--- src/rtl/core/bmf_pkg.sv ---
`default_nettype none

package bmf_pkg;

  localparam int MAX_SIDE    = 32;
  localparam int PIX_W       = 8;
  localparam int SIZE_W      = 6;
  localparam int CNT_W       = $clog2(MAX_SIDE);
  localparam int SUM_W       = PIX_W + 4;
  localparam int RECIP_W     = 15;
  localparam int RECIP_SHIFT = 16;
  localparam int RESET_SIDE  = (MAX_SIDE < 8) ? MAX_SIDE : 8;

  // Reciprocals scaled by 2**RECIP_SHIFT; exact truncation for every reachable sum.
  localparam logic [RECIP_W-1:0] RECIP_4 = 15'd16384;
  localparam logic [RECIP_W-1:0] RECIP_6 = 15'd10923;
  localparam logic [RECIP_W-1:0] RECIP_9 = 15'd7282;

  typedef logic [PIX_W-1:0] pix_t;

  typedef struct packed {
    pix_t upper;
    pix_t middle;
  } pair_t;

  typedef struct packed {
    pix_t top;
    pix_t mid;
    pix_t bot;
  } col3_t;

  typedef enum logic [1:0] {
    DIV4,
    DIV6,
    DIV9
  } div_t;

  typedef enum logic [1:0] {
    FL_IDLE,
    FL_EDGE,
    FL_ROW
  } fl_state_t;

  typedef struct packed {
    logic [SUM_W-1:0] sum;
    div_t             div;
    logic             last;
    logic             eof;
  } win_res_t;

endpackage

`default_nettype wire

--- src/rtl/core/bmf_line_cell.sv ---
`default_nettype none

module bmf_line_cell import bmf_pkg::*; (
  input  logic  clk,
  input  logic  shift_en,
  input  logic  is_tail,
  input  pair_t new_pair,
  input  pair_t next_pair,
  output pair_t pair
);

  pair_t pair_r;
  pair_t pair_nxt;

  // The tail cell takes the newest column, every other cell takes its neighbor's.
  always_comb begin
    pair_nxt = pair_r;
    if (shift_en) begin
      pair_nxt = is_tail ? new_pair : next_pair;
    end
  end

  always_ff @(posedge clk) begin
    pair_r <= pair_nxt;
  end

  assign pair = pair_r;

endmodule

`default_nettype wire

--- src/rtl/core/bmf_mean_pipe.sv ---
`default_nettype none

module bmf_mean_pipe import bmf_pkg::*; (
  input  logic       clk,
  input  logic       rst_n,
  input  logic       a_load,
  input  win_res_t   a_data,
  output logic       a_ready,
  input  logic       out_stall,
  output logic       out_valid,
  output pix_t       out_pixel,
  output logic       out_last,
  output logic       out_eof
);

  localparam int PROD_W = SUM_W + RECIP_W;

  logic                 a_valid_r, a_valid_nxt;
  win_res_t             a_r, a_nxt;
  logic                 out_valid_r, out_valid_nxt;
  pix_t                 pix_r, pix_nxt;
  logic                 last_r, last_nxt;
  logic                 eof_r, eof_nxt;
  logic                 b_adv;
  logic [RECIP_W-1:0]   recip;
  logic [PROD_W-1:0]    product;

  assign b_adv   = !out_valid_r || !out_stall;
  assign a_ready = !a_valid_r || b_adv;

  always_comb begin
    case (a_r.div)
      DIV4:    recip = RECIP_4;
      DIV6:    recip = RECIP_6;
      DIV9:    recip = RECIP_9;
      default: recip = RECIP_4;
    endcase
  end

  assign product = PROD_W'(a_r.sum) * PROD_W'(recip);

  always_comb begin
    a_valid_nxt   = a_valid_r;
    a_nxt         = a_r;
    out_valid_nxt = out_valid_r;
    pix_nxt       = pix_r;
    last_nxt      = last_r;
    eof_nxt       = eof_r;
    if (b_adv) begin
      out_valid_nxt = a_valid_r;
      pix_nxt       = product[RECIP_SHIFT +: PIX_W];
      last_nxt      = a_r.last;
      eof_nxt       = a_r.eof;
    end
    if (a_ready) begin
      a_valid_nxt = a_load;
      if (a_load) begin
        a_nxt = a_data;
      end
    end
  end

  always_ff @(posedge clk) begin
    if (!rst_n) begin
      a_valid_r   <= 1'b0;
      out_valid_r <= 1'b0;
    end else begin
      a_valid_r   <= a_valid_nxt;
      out_valid_r <= out_valid_nxt;
    end
    a_r    <= a_nxt;
    pix_r  <= pix_nxt;
    last_r <= last_nxt;
    eof_r  <= eof_nxt;
  end

  assign out_valid = out_valid_r;
  assign out_pixel = pix_r;
  assign out_last  = last_r;
  assign out_eof   = eof_r;

endmodule

`default_nettype wire

--- src/rtl/core/box_mean_filter_3x3_core.sv ---
`default_nettype none

// 3x3 box mean filter for a square image of S x S 8-bit pixels (S from the image_size
// register, 2..MAX_SIDE, reset 8) streamed in raster order. Each result is the truncated
// mean of the in-bounds 3x3 neighborhood of the original pixels. The block takes one pixel
// per cycle while in_stall is low; results trail the input by one row plus one pixel, and
// each passes through a two-stage result path (window sum, then reciprocal multiply) before
// it appears on the output register. The last pixel of a frame starts a flush of S+1
// further results (the last pixel of the next-to-last row and the whole final row), one per
// cycle while the output is not stalled, during which the input is stalled. The two line
// stores are a chain of S cells that shifts once per pixel and recirculates during the
// flush. Writing image_size restarts the frame.
module box_mean_filter_3x3_core import bmf_pkg::*; (
  input  logic              clk,
  input  logic              rst_n,
  input  logic              cfg_wr_en,
  input  logic [SIZE_W-1:0] cfg_wr_data,
  input  logic              in_valid,
  output logic              in_stall,
  input  logic [PIX_W-1:0]  in_pixel_in,
  output logic              out_valid,
  input  logic              out_stall,
  output logic [PIX_W-1:0]  out_pixel_out,
  output logic              out_last_in_run,
  output logic              out_end_of_frame
);

  logic [CNT_W-1:0]  last_idx_r, last_idx_nxt;
  logic [CNT_W-1:0]  row_r, row_nxt;
  logic [CNT_W-1:0]  col_r, col_nxt;
  logic [CNT_W-1:0]  fl_k_r, fl_k_nxt;
  fl_state_t         fl_state_r, fl_state_nxt;
  col3_t             wnew_r, wnew_nxt;
  col3_t             wold_r, wold_nxt;
  pair_t             fw_left_r, fw_left_nxt;
  pair_t             fw_mid_r, fw_mid_nxt;

  logic [SIZE_W-1:0] size_clamp;
  logic [SIZE_W-1:0] size_m1;
  logic              accept;
  logic              last_pix;
  logic              acc_emits;
  logic              fl_busy;
  logic              fl_go;
  logic              fl_edge;
  logic              fl_row;
  logic              a_ready;
  logic              a_load;
  win_res_t          a_data;
  logic              shift_en;
  pair_t             new_pair;
  pair_t             cell0;
  logic [MAX_SIDE-1:0] tail;
  pair_t             cell_q   [MAX_SIDE];
  pair_t             cell_nbr [MAX_SIDE];

  col3_t             sel_col [3];
  logic [2:0]        rmask;
  logic [2:0]        cmask;
  logic [SUM_W-1:0]  sum_acc;
  logic              res_last;
  logic              res_eof;

  // Line store chain: cell 0 holds the oldest column, the tail cell sits at S-1.
  genvar gi;
  generate
    for (gi = 0; gi < MAX_SIDE; gi++) begin : g_cell
      assign tail[gi] = (last_idx_r == CNT_W'(gi));
      if (gi < MAX_SIDE - 1) begin : g_nbr
        assign cell_nbr[gi] = cell_q[gi + 1];
      end else begin : g_end
        assign cell_nbr[gi] = '0;
      end
      bmf_line_cell u_cell (
        .clk       (clk),
        .shift_en  (shift_en),
        .is_tail   (tail[gi]),
        .new_pair  (new_pair),
        .next_pair (cell_nbr[gi]),
        .pair      (cell_q[gi])
      );
    end
  endgenerate

  assign cell0 = cell_q[0];

  // Configuration clamp.
  always_comb begin
    if (cfg_wr_data < SIZE_W'(2)) begin
      size_clamp = SIZE_W'(2);
    end else if (cfg_wr_data > SIZE_W'(MAX_SIDE)) begin
      size_clamp = SIZE_W'(MAX_SIDE);
    end else begin
      size_clamp = cfg_wr_data;
    end
    size_m1 = size_clamp - SIZE_W'(1);
  end

  // Flush sequencer: next state.
  always_comb begin
    fl_state_nxt = fl_state_r;
    case (fl_state_r)
      FL_IDLE: begin
        if (accept && last_pix) begin
          fl_state_nxt = FL_EDGE;
        end
      end
      FL_EDGE: begin
        if (a_ready) begin
          fl_state_nxt = FL_ROW;
        end
      end
      FL_ROW: begin
        if (a_ready && (fl_k_r == last_idx_r)) begin
          fl_state_nxt = FL_IDLE;
        end
      end
      default: fl_state_nxt = FL_IDLE;
    endcase
  end

  // Flush sequencer: outputs.
  always_comb begin
    fl_edge = 1'b0;
    fl_row  = 1'b0;
    case (fl_state_r)
      FL_IDLE: begin
        fl_edge = 1'b0;
        fl_row  = 1'b0;
      end
      FL_EDGE: fl_edge = 1'b1;
      FL_ROW:  fl_row  = 1'b1;
      default: begin
        fl_edge = 1'b0;
        fl_row  = 1'b0;
      end
    endcase
  end

  assign fl_busy  = fl_edge || fl_row;
  assign fl_go    = fl_busy && a_ready;
  assign in_stall = fl_busy || !a_ready;
  assign accept   = in_valid && !in_stall;
  assign last_pix = (row_r == last_idx_r) && (col_r == last_idx_r);
  assign acc_emits = (col_r == '0) ? (row_r >= 2) : (row_r != '0);
  assign shift_en = accept || fl_go;
  assign a_load   = fl_go || (accept && acc_emits);

  // A new pixel pushes the middle line into the upper line; the flush recirculates.
  always_comb begin
    if (fl_busy) begin
      new_pair = cell0;
    end else begin
      new_pair = '{upper: cell0.middle, middle: in_pixel_in};
    end
  end

  // Window selection for the transaction that enters the result path this cycle.
  always_comb begin
    sel_col[0] = wold_r;
    sel_col[1] = wnew_r;
    sel_col[2] = wnew_r;
    rmask      = 3'b111;
    cmask      = 3'b111;
    res_last   = 1'b0;
    res_eof    = 1'b0;
    if (fl_edge) begin
      rmask[0] = (last_idx_r >= 2);
      cmask[2] = 1'b0;
    end else if (fl_row) begin
      sel_col[0] = '{top: fw_left_r.upper, mid: fw_left_r.middle, bot: '0};
      sel_col[1] = '{top: fw_mid_r.upper, mid: fw_mid_r.middle, bot: '0};
      sel_col[2] = '{top: cell0.upper, mid: cell0.middle, bot: '0};
      rmask[2]   = 1'b0;
      cmask[0]   = (fl_k_r != '0);
      cmask[2]   = (fl_k_r != last_idx_r);
      res_last   = (fl_k_r == last_idx_r);
      res_eof    = (fl_k_r == last_idx_r);
    end else if (col_r == '0) begin
      // Last column of the row two rows up, using the two held window columns.
      rmask[0] = (row_r >= 3);
      cmask[2] = 1'b0;
      res_last = 1'b1;
    end else begin
      sel_col[2] = '{top: cell0.upper, mid: cell0.middle, bot: in_pixel_in};
      rmask[0]   = (row_r >= 2);
      cmask[0]   = (col_r >= 2);
      res_last   = !last_pix;
    end
  end

  always_comb begin
    sum_acc = '0;
    for (int j = 0; j < 3; j++) begin
      if (cmask[j]) begin
        if (rmask[0]) sum_acc = sum_acc + SUM_W'(sel_col[j].top);
        if (rmask[1]) sum_acc = sum_acc + SUM_W'(sel_col[j].mid);
        if (rmask[2]) sum_acc = sum_acc + SUM_W'(sel_col[j].bot);
      end
    end
  end

  always_comb begin
    a_data.sum  = sum_acc;
    a_data.last = res_last;
    a_data.eof  = res_eof;
    if ((&rmask) && (&cmask)) begin
      a_data.div = DIV9;
    end else if ((&rmask) || (&cmask)) begin
      a_data.div = DIV6;
    end else begin
      a_data.div = DIV4;
    end
  end

  // Counters, window and flush window.
  always_comb begin
    last_idx_nxt = last_idx_r;
    row_nxt      = row_r;
    col_nxt      = col_r;
    fl_k_nxt     = fl_k_r;
    wnew_nxt     = wnew_r;
    wold_nxt     = wold_r;
    fw_left_nxt  = fw_left_r;
    fw_mid_nxt   = fw_mid_r;
    if (accept) begin
      wold_nxt = wnew_r;
      wnew_nxt = '{top: cell0.upper, mid: cell0.middle, bot: in_pixel_in};
      if (last_pix) begin
        row_nxt = '0;
        col_nxt = '0;
      end else if (col_r == last_idx_r) begin
        col_nxt = '0;
        row_nxt = row_r + CNT_W'(1);
      end else begin
        col_nxt = col_r + CNT_W'(1);
      end
    end
    if (fl_go) begin
      fw_left_nxt = fw_mid_r;
      fw_mid_nxt  = cell0;
      fl_k_nxt    = fl_edge ? '0 : fl_k_r + CNT_W'(1);
    end
    if (cfg_wr_en) begin
      last_idx_nxt = CNT_W'(size_m1);
      row_nxt      = '0;
      col_nxt      = '0;
    end
  end

  always_ff @(posedge clk) begin
    if (!rst_n) begin
      last_idx_r <= CNT_W'(RESET_SIDE - 1);
      row_r      <= '0;
      col_r      <= '0;
      fl_k_r     <= '0;
      fl_state_r <= FL_IDLE;
      wnew_r     <= '0;
      wold_r     <= '0;
    end else begin
      last_idx_r <= last_idx_nxt;
      row_r      <= row_nxt;
      col_r      <= col_nxt;
      fl_k_r     <= fl_k_nxt;
      fl_state_r <= fl_state_nxt;
      wnew_r     <= wnew_nxt;
      wold_r     <= wold_nxt;
    end
    fw_left_r <= fw_left_nxt;
    fw_mid_r  <= fw_mid_nxt;
  end

  bmf_mean_pipe u_mean (
    .clk       (clk),
    .rst_n     (rst_n),
    .a_load    (a_load),
    .a_data    (a_data),
    .a_ready   (a_ready),
    .out_stall (out_stall),
    .out_valid (out_valid),
    .out_pixel (out_pixel_out),
    .out_last  (out_last_in_run),
    .out_eof   (out_end_of_frame)
  );

endmodule

`default_nettype wire
--- config.mk ---
export PLATFORM = sky130hd
export DESIGN_NAME = box_mean_filter_3x3_core
export DESIGN_NICKNAME = d
export VERILOG_FILES = /design/src/rtl/core/bmf_pkg.sv /design/src/rtl/core/bmf_line_cell.sv /design/src/rtl/core/bmf_mean_pipe.sv /design/src/rtl/core/box_mean_filter_3x3_core.sv
export SDC_FILE = /design/constraint.sdc
export NUM_CORES = 1
export LEC_CHECK = 0
export BUFFER_PORTS_ARGS = -buffer_cell sky130_fd_sc_hd__buf_2
export CAP_MARGIN = 0
export CORE_UTILIZATION = 60
export CTS_CLUSTER_SIZE = 10
export DETAILED_ROUTE_END_ITERATION = 6
export PLACE_DENSITY_LB_ADDON = 0.2
export SLEW_MARGIN = 20
export SYNTH_ARGS = -nofsm -noshare
export SYNTH_HDL_FRONTEND = slang
export SYNTH_HIERARCHICAL = 1
export SYNTH_SLANG_ARGS = --single-unit
--- constraint.sdc ---
create_clock -name clk -period 44.7 [get_ports clk]
set_input_delay 13.41 -clock clk [delete_from_list [all_inputs] [get_ports clk]]
set_output_delay 13.41 -clock clk [all_outputs]
set_load 0.01 [all_outputs]
==> results.toml, run 1 <==
[outcome]
outcome = "finished, final reports clean"

[worst_setup_path]
cp_cell_sequence = "buf_2 -> nand3_1 -> nand2b_1 -> buf_2"
cp_data_required_time_ps = 31290
cp-end-kind = "output port"
slowest_delay_ps = 200
r2r-start = "col_r[0]$_SDFFE_PP0P_"
crit_slowest_cell = "nand2b_1"
ff2ff_path_depth = 46
critPathMaxFanout = 6
crit_top_cell = "buf_2"
rrSetupSlack_ps = 33300
start_kind = "input port"
startpoint = "out_stall"
setup.worst_path.end = "in_stall"
reg2reg_to = "u_mean/a_r[15]$_DFFE_PP_"
critPathKind = "input port to output port"
cp.arrival_ps = 14050

[drt]
drt_wl_total_um = 78500
drt_iter0_markers = 1445
drcViolationCount = 0
drtPass1Iterations = 7
vias_per_cell = 5.832
wl_per_cell_um = 21.60
ant_nets = 0
dr_total_vias = 21190

[sta]
tightest_slew_ps = 1109
fmax_ghz = 0.03642
rsz0062_at_grt = "false"
hold_violations = 0
holdWs_ps = 428.2
period_needed_ps = 27460
setup_viol = 0
slew_headroom_pct = 26.01
maxSlewViolCount = 0
fin_worst_skew_ps = 25.11
post-route-period-util_pct = 61.42
tns_ps = 0

[floorplan]
dieHeight_um = 251.4
start_util_pct = 60.60
core-area_mm2 = 0.06160
die_w_um = 251.4
ios = 31
core.rowCount = 91
dieArea_mm2 = 0.06322

[finish]
antenna_cells = 0
syn_to_final_growth_pct = 7.089
nets = 3019
fin_cells = 3634
layout_common_cells = "edfxtp_1, mux2_4, nand2_1"
final_common_cell = "edfxtp_1"
drive_gt1_share_pct = 26.89
fin_area_mm2 = 0.03998
fillCellCount = 4495

[grt]
grt_pass1_vias = 22110
grt_max_degree = 199
grt_pass1_wl_um = 125600
gr-total-overflow = 0
antenna_found_initial = 1
grt_usage_pct = 25.56

[synth]
ys_seq_area_share_pct = 49.71
synth-edff-count = 570
netlist.area_leader.share_pct = 45.85
synth_compound_area_share_pct = 5.658
synth_cells = 2729
yosys_warnings = 6
post-synth-top-area-cell = "edfxtp_1"
synth_top_family_by_area = "multiplexers"
synthTopCellsByArea = "edfxtp_1, mux2_4, mux2_2"
syn_area_mm2 = 0.03733
synth_seq_cells = 642
synth_fa_ha_area_share_pct = 9.787
synth_cell_types = 88
muxShareOfSynthArea_pct = 20.24
yosys_most_used_dff = "edfxtp_1"
avgSynthCellArea_um2 = 13.68
synthSimpleGateAreaFrac_pct = 6.898
async_reset_ff_share_pct = 0
synth_xor_area_share_pct = 2.427

[cts]
post_cts_buffers = 0
post_cts_resized = 0
cts_max_level = 3
clkLatencyLatePin_ps = 630
cts.clk_slew.worst_paths_ps = 50
cts_sinks = 642
postCtsHoldBufs = 0
cts_buffer_depth = 3
cts_buffers = 77
cts_root_buf = "clkbuf_16"
cts_tree = "built"

[flow_run]
cap_violations = 0

[place]
post-dp-hpwl_um = 49500
gp_congestion = 0.9068
numPortBuffers = 30
dp_cells = 3520
place_area_mm2 = 0.03769

[worst_hold_path]
hp-class = "flip-flop to flip-flop"

[pwr]
power_mw = 1.512
powerDensity_mw_per_mm2 = 37.82
ir_drop_mv = 0.03178
cellLeakagePower_nw = 15.80
-- through the flow --
step | worst slack [ps] | util, %
2_1_floorplan | 17580 | -
5_1_grt | 17150 | 64.90
6_report | 17240 | 64.90
3_5_place_dp | 17240 | 61.19
3_3_place_gp | 17260 | 61.16
4_1_cts | 17230 | 64.88
-- flip-flops by register name (all words and copies together), names as in the netlist --
| register | cells |
|---|---|
| wold_r | 24 |
| last_idx_r | 5 |
| u_mean/a_r | 16 |
| row_r | 5 |
| u_mean/out_pixel | 8 |
| wnew_r | 24 |
| u_mean/out_eof | 1 |
| fl_state_r | 2 |
| u_mean/out_last | 1 |
| fw_mid_r | 16 |
| g_cell.u_cell/pair | 512 |
| col_r | 5 |
| u_mean/a_valid_r | 1 |
| u_mean/out_valid | 1 |
| fl_k_r | 5 |
| fw_left_r | 16 |
-- synth_stat cells (23+ instances only) --
cell	n
ha_1	148
inv_1	197
xor2_1	37
mux2_4	320
a21boi_0	51
o21ai_0	44
dfxtp_1	72
and2_1	36
buf_6	33
mux2_2	229
clkbuf_1	51
nor2_1	116
edfxtp_1	570
nand2_1	269
xnor2_1	57
a21oi_1	82
o21a_1	24
a21o_1	23
buf_12	32
fa_1	90
-- routing by layer --
layer	routed length (um)	GRT usage [%]	vias up
met4	2244	8.206	2
met1	33240	33.42	10750
met2	39610	43.89	478
li1	-	-	9829
met3	3389	3.745	136
met5	13	0	-
-- final cells by class --
class / instances / area [um2] / area share [%]
Sequential cell: 642 / 18560 / 46.42
Clock inverter: 13 / 235.2 / 0.5884
Multi-Input combinational cell: 1783 / 16960 / 42.43
Tap cell: 837 / 1047 / 2.620
Clock buffer: 101 / 2038 / 5.099
Timing Repair Buffer: 61 / 395.4 / 0.9890
Inverter: 197 / 739.5 / 1.850
-- critical path, delay by kind of cell --
family        cells  cell delay (ps)
simple gates      2              370
buf+inv           2              260
-- cell families (layout without fill, tap and decap cells) --
| kind of cell | count (synthesis) | count (layout) |
|---|---|---|
| buffers and inverters | 319 | 372 |
| other | 1 | 16 |
| XOR/XNOR | 98 | 98 |
| flip-flops | 642 | 642 |
| AO/OA/AOI/OAI | 309 | 309 |
| AND/OR/NAND/NOR | 557 | 557 |
| adder cells (fa/ha/maj) | 238 | 238 |
| multiplexers | 565 | 565 |
-- power by group --
group	switching, mW	internal, mW	total (mW)
Combinational	0.119	0.102	0.221
Clock	0.242	0.333	0.575
Sequential	0.0156	0.700	0.716
-- worst min-delay path by stage --
stage	from	endpoint	slack (ps)	cells after the start
after floorplan	u_mean/a_r[0]$_DFFE_PP_	u_mean/out_eof$_DFFE_PP_	400	0
after global placement	u_mean/a_r[1]$_DFFE_PP_	u_mean/out_last$_DFFE_PP_	410	0
after detailed placement	u_mean/a_r[1]$_DFFE_PP_	u_mean/out_last$_DFFE_PP_	420	0
after CTS	u_mean/a_r[1]$_DFFE_PP_	u_mean/out_last$_DFFE_PP_	430	0
after global routing	u_mean/a_r[1]$_DFFE_PP_	u_mean/out_last$_DFFE_PP_	440	0
final	u_mean/a_r[1]$_DFFE_PP_	u_mean/out_last$_DFFE_PP_	430	0
Power figures use the tool's default switching activity.
==> run 2, diff against run 1 <==
==> constraint.sdc (replaced) <==
create_clock -name clk -period 27.1 [get_ports clk]
set_input_delay 8.13 -clock clk [delete_from_list [all_inputs] [get_ports clk]]
set_output_delay 8.13 -clock clk [all_outputs]
set_load 0.01 [all_outputs]
==> results.toml, run 2 (synthesized netlist as in run 1, its figures left out) <==
[pwr]
p_comb_share_pct = 14.8
power_frac_clock_pct = 37.6
powerDensity_mw_per_mm2 = 62.03
cellLeakagePower_nw = 15.78
seq_power_share_pct = 47.6
cellInternalPower_mw = 1.858
switchingPower_mw = 0.6184
ir_drop_mv = 0.06223
sw_frac_of_total_pct = 24.97

[grt]
grt_pass1_vias = 22140
antenna_found_initial = 1
grt_max_degree = 202
grt_usage_pct = 25.63
gr-total-overflow = 0
grt_pass1_wl_um = 125600

[cts]
cts_sinks = 642
cts_root_buf = "clkbuf_16"
postCtsHoldBufs = 0
cts_max_level = 3
post_cts_buffers = 0
cts.clk_slew.worst_paths_ps = 60
cts_tree = "built"
clkLatencyLatePin_ps = 620
cts_buffers = 76
post_cts_resized = 0
cts_buffer_depth = 3

[worst_setup_path]
cp_data_required_time_ps = 18970
rrSetupSlack_ps = 15770
ff2ff_path_depth = 46
start_kind = "input port"
reg2reg_to = "u_mean/a_r[15]$_DFFE_PP_"
cp-end-kind = "output port"
critPathMaxFanout = 6
r2r-start = "col_r[0]$_SDFFE_PP0P_"
cp.arrival_ps = 8740
critPathKind = "input port to output port"

[drt]
drt_wl_total_um = 78650
dr_total_vias = 21120
drtPass1Iterations = 5
drcViolationCount = 0
ant_nets = 0
wl_per_cell_um = 21.68
drt_iter0_markers = 1447
vias_per_cell = 5.822

[finish]
drive_gt1_share_pct = 26.87
largest_reg_flops = 512
syn_to_final_growth_pct = 6.945
fillCellCount = 4496
fin_area_mm2 = 0.03992
layout_common_cells = "edfxtp_1, mux2_4, nand2_1"
final_common_cell = "edfxtp_1"
antenna_cells = 0
nets = 3019

[floorplan]
ios = 31
core-area_mm2 = 0.06160
dieHeight_um = 251.4
core.rowCount = 91
start_util_pct = 60.60
dieArea_mm2 = 0.06322
die_w_um = 251.4

[place]
numPortBuffers = 30
gp_congestion = 0.8893
place_area_mm2 = 0.03770
post-dp-hpwl_um = 50140

[worst_hold_path]
hold_depth = 0
min_to = "u_mean/out_last$_DFFE_PP_"
hp-class = "flip-flop to flip-flop"
hp-start = "u_mean/a_r[1]$_DFFE_PP_"

[sta]
slew_headroom_pct = 21.07
setup_viol = 0
fmax_ghz = 0.05926
period_needed_ps = 16870
maxSlewViolCount = 0
tightest_slew_ps = 1184
hold_violations = 0
fin_worst_skew_ps = 24.82
post-route-period-util_pct = 62.27
rsz0062_at_grt = "false"
tns_ps = 0

[flow_run]
cap_violations = 0

[outcome]
outcome = "finished, final reports clean"
==> run 2: cell count changes in the layout (fill, tap and decap cells not counted), sizes merged <==
cell,change
clkbuf,-8
clkinv,+3
clkinvlp,-2
buf,+1
==> run 2: worst max-delay path by stage <==
stage              start                            endpoint  slack (ps)  cells after the start
2_1_floorplan  out_stall  g_cell[0].u_cell/pair[0]$_DFFE_PP_        6090                      6
3_3_place_gp   out_stall                            in_stall       10220                      4
3_5_place_dp   out_stall                            in_stall       10220                      4
4_1_cts        out_stall                            in_stall       10220                      4
5_1_grt        out_stall                            in_stall       10160                      4
6_report       out_stall                            in_stall       10230                      4
==> run 2: power by group through the flow <==
| stage | sequential, mW | clock, mW | combinational (mW) |
|---|---|---|---|
| finish | 1.18 | 0.930 | 0.366 |
| global route | 1.19 | 0.983 | 0.408 |
| global placement | 1.20 | 0 | 0.354 |
| detailed placement | 1.20 | 0 | 0.365 |
| CTS | 1.18 | 0.948 | 0.368 |
| floorplan | 1.21 | 0 | 0.280 |
==> run 2: final cells by class <==
| type | count | area [um2] | area share [%] |
|---|---|---|---|
| Sequential cell | 642 | 18560 | 46.49 |
| Multi-Input combinational cell | 1783 | 16960 | 42.48 |
| Clock buffer | 93 | 1976 | 4.949 |
| Tap cell | 837 | 1047 | 2.623 |
| Inverter | 197 | 739.5 | 1.852 |
| Timing Repair Buffer | 62 | 410.4 | 1.028 |
| Clock inverter | 14 | 234.0 | 0.5861 |
==> run 2: worst max-delay path: stages <==
cell and delay [ps]:
buf_2 100, nand3_1 160, nand2b_1 190, buf_2 160
==> run 2: metrics by stage <==
stage               utilization (%)  cells  hold slack, ps  power (mW)  setup WS [ps]
floorplan                         -   2744           400.3       1.491           6089
global placement              61.17   3521           407.7       1.552          10220
detailed placement            61.21   3521           405.4       1.565          10220
CTS                           64.80   3628           419.8       2.496          10220
global route                  64.81   3628           442.5       2.577          10160
finish                        64.81   3628           419.4       2.477          10230
==> run 2: metal layers <==
layer	GRT usage (%)	wire length [um]	vias to the layer above
met5	0	0	-
met4	9.373	2733	0
met2	44.08	39400	516
li1	-	-	9809
met3	3.962	3441	148
met1	32.87	33070	10650
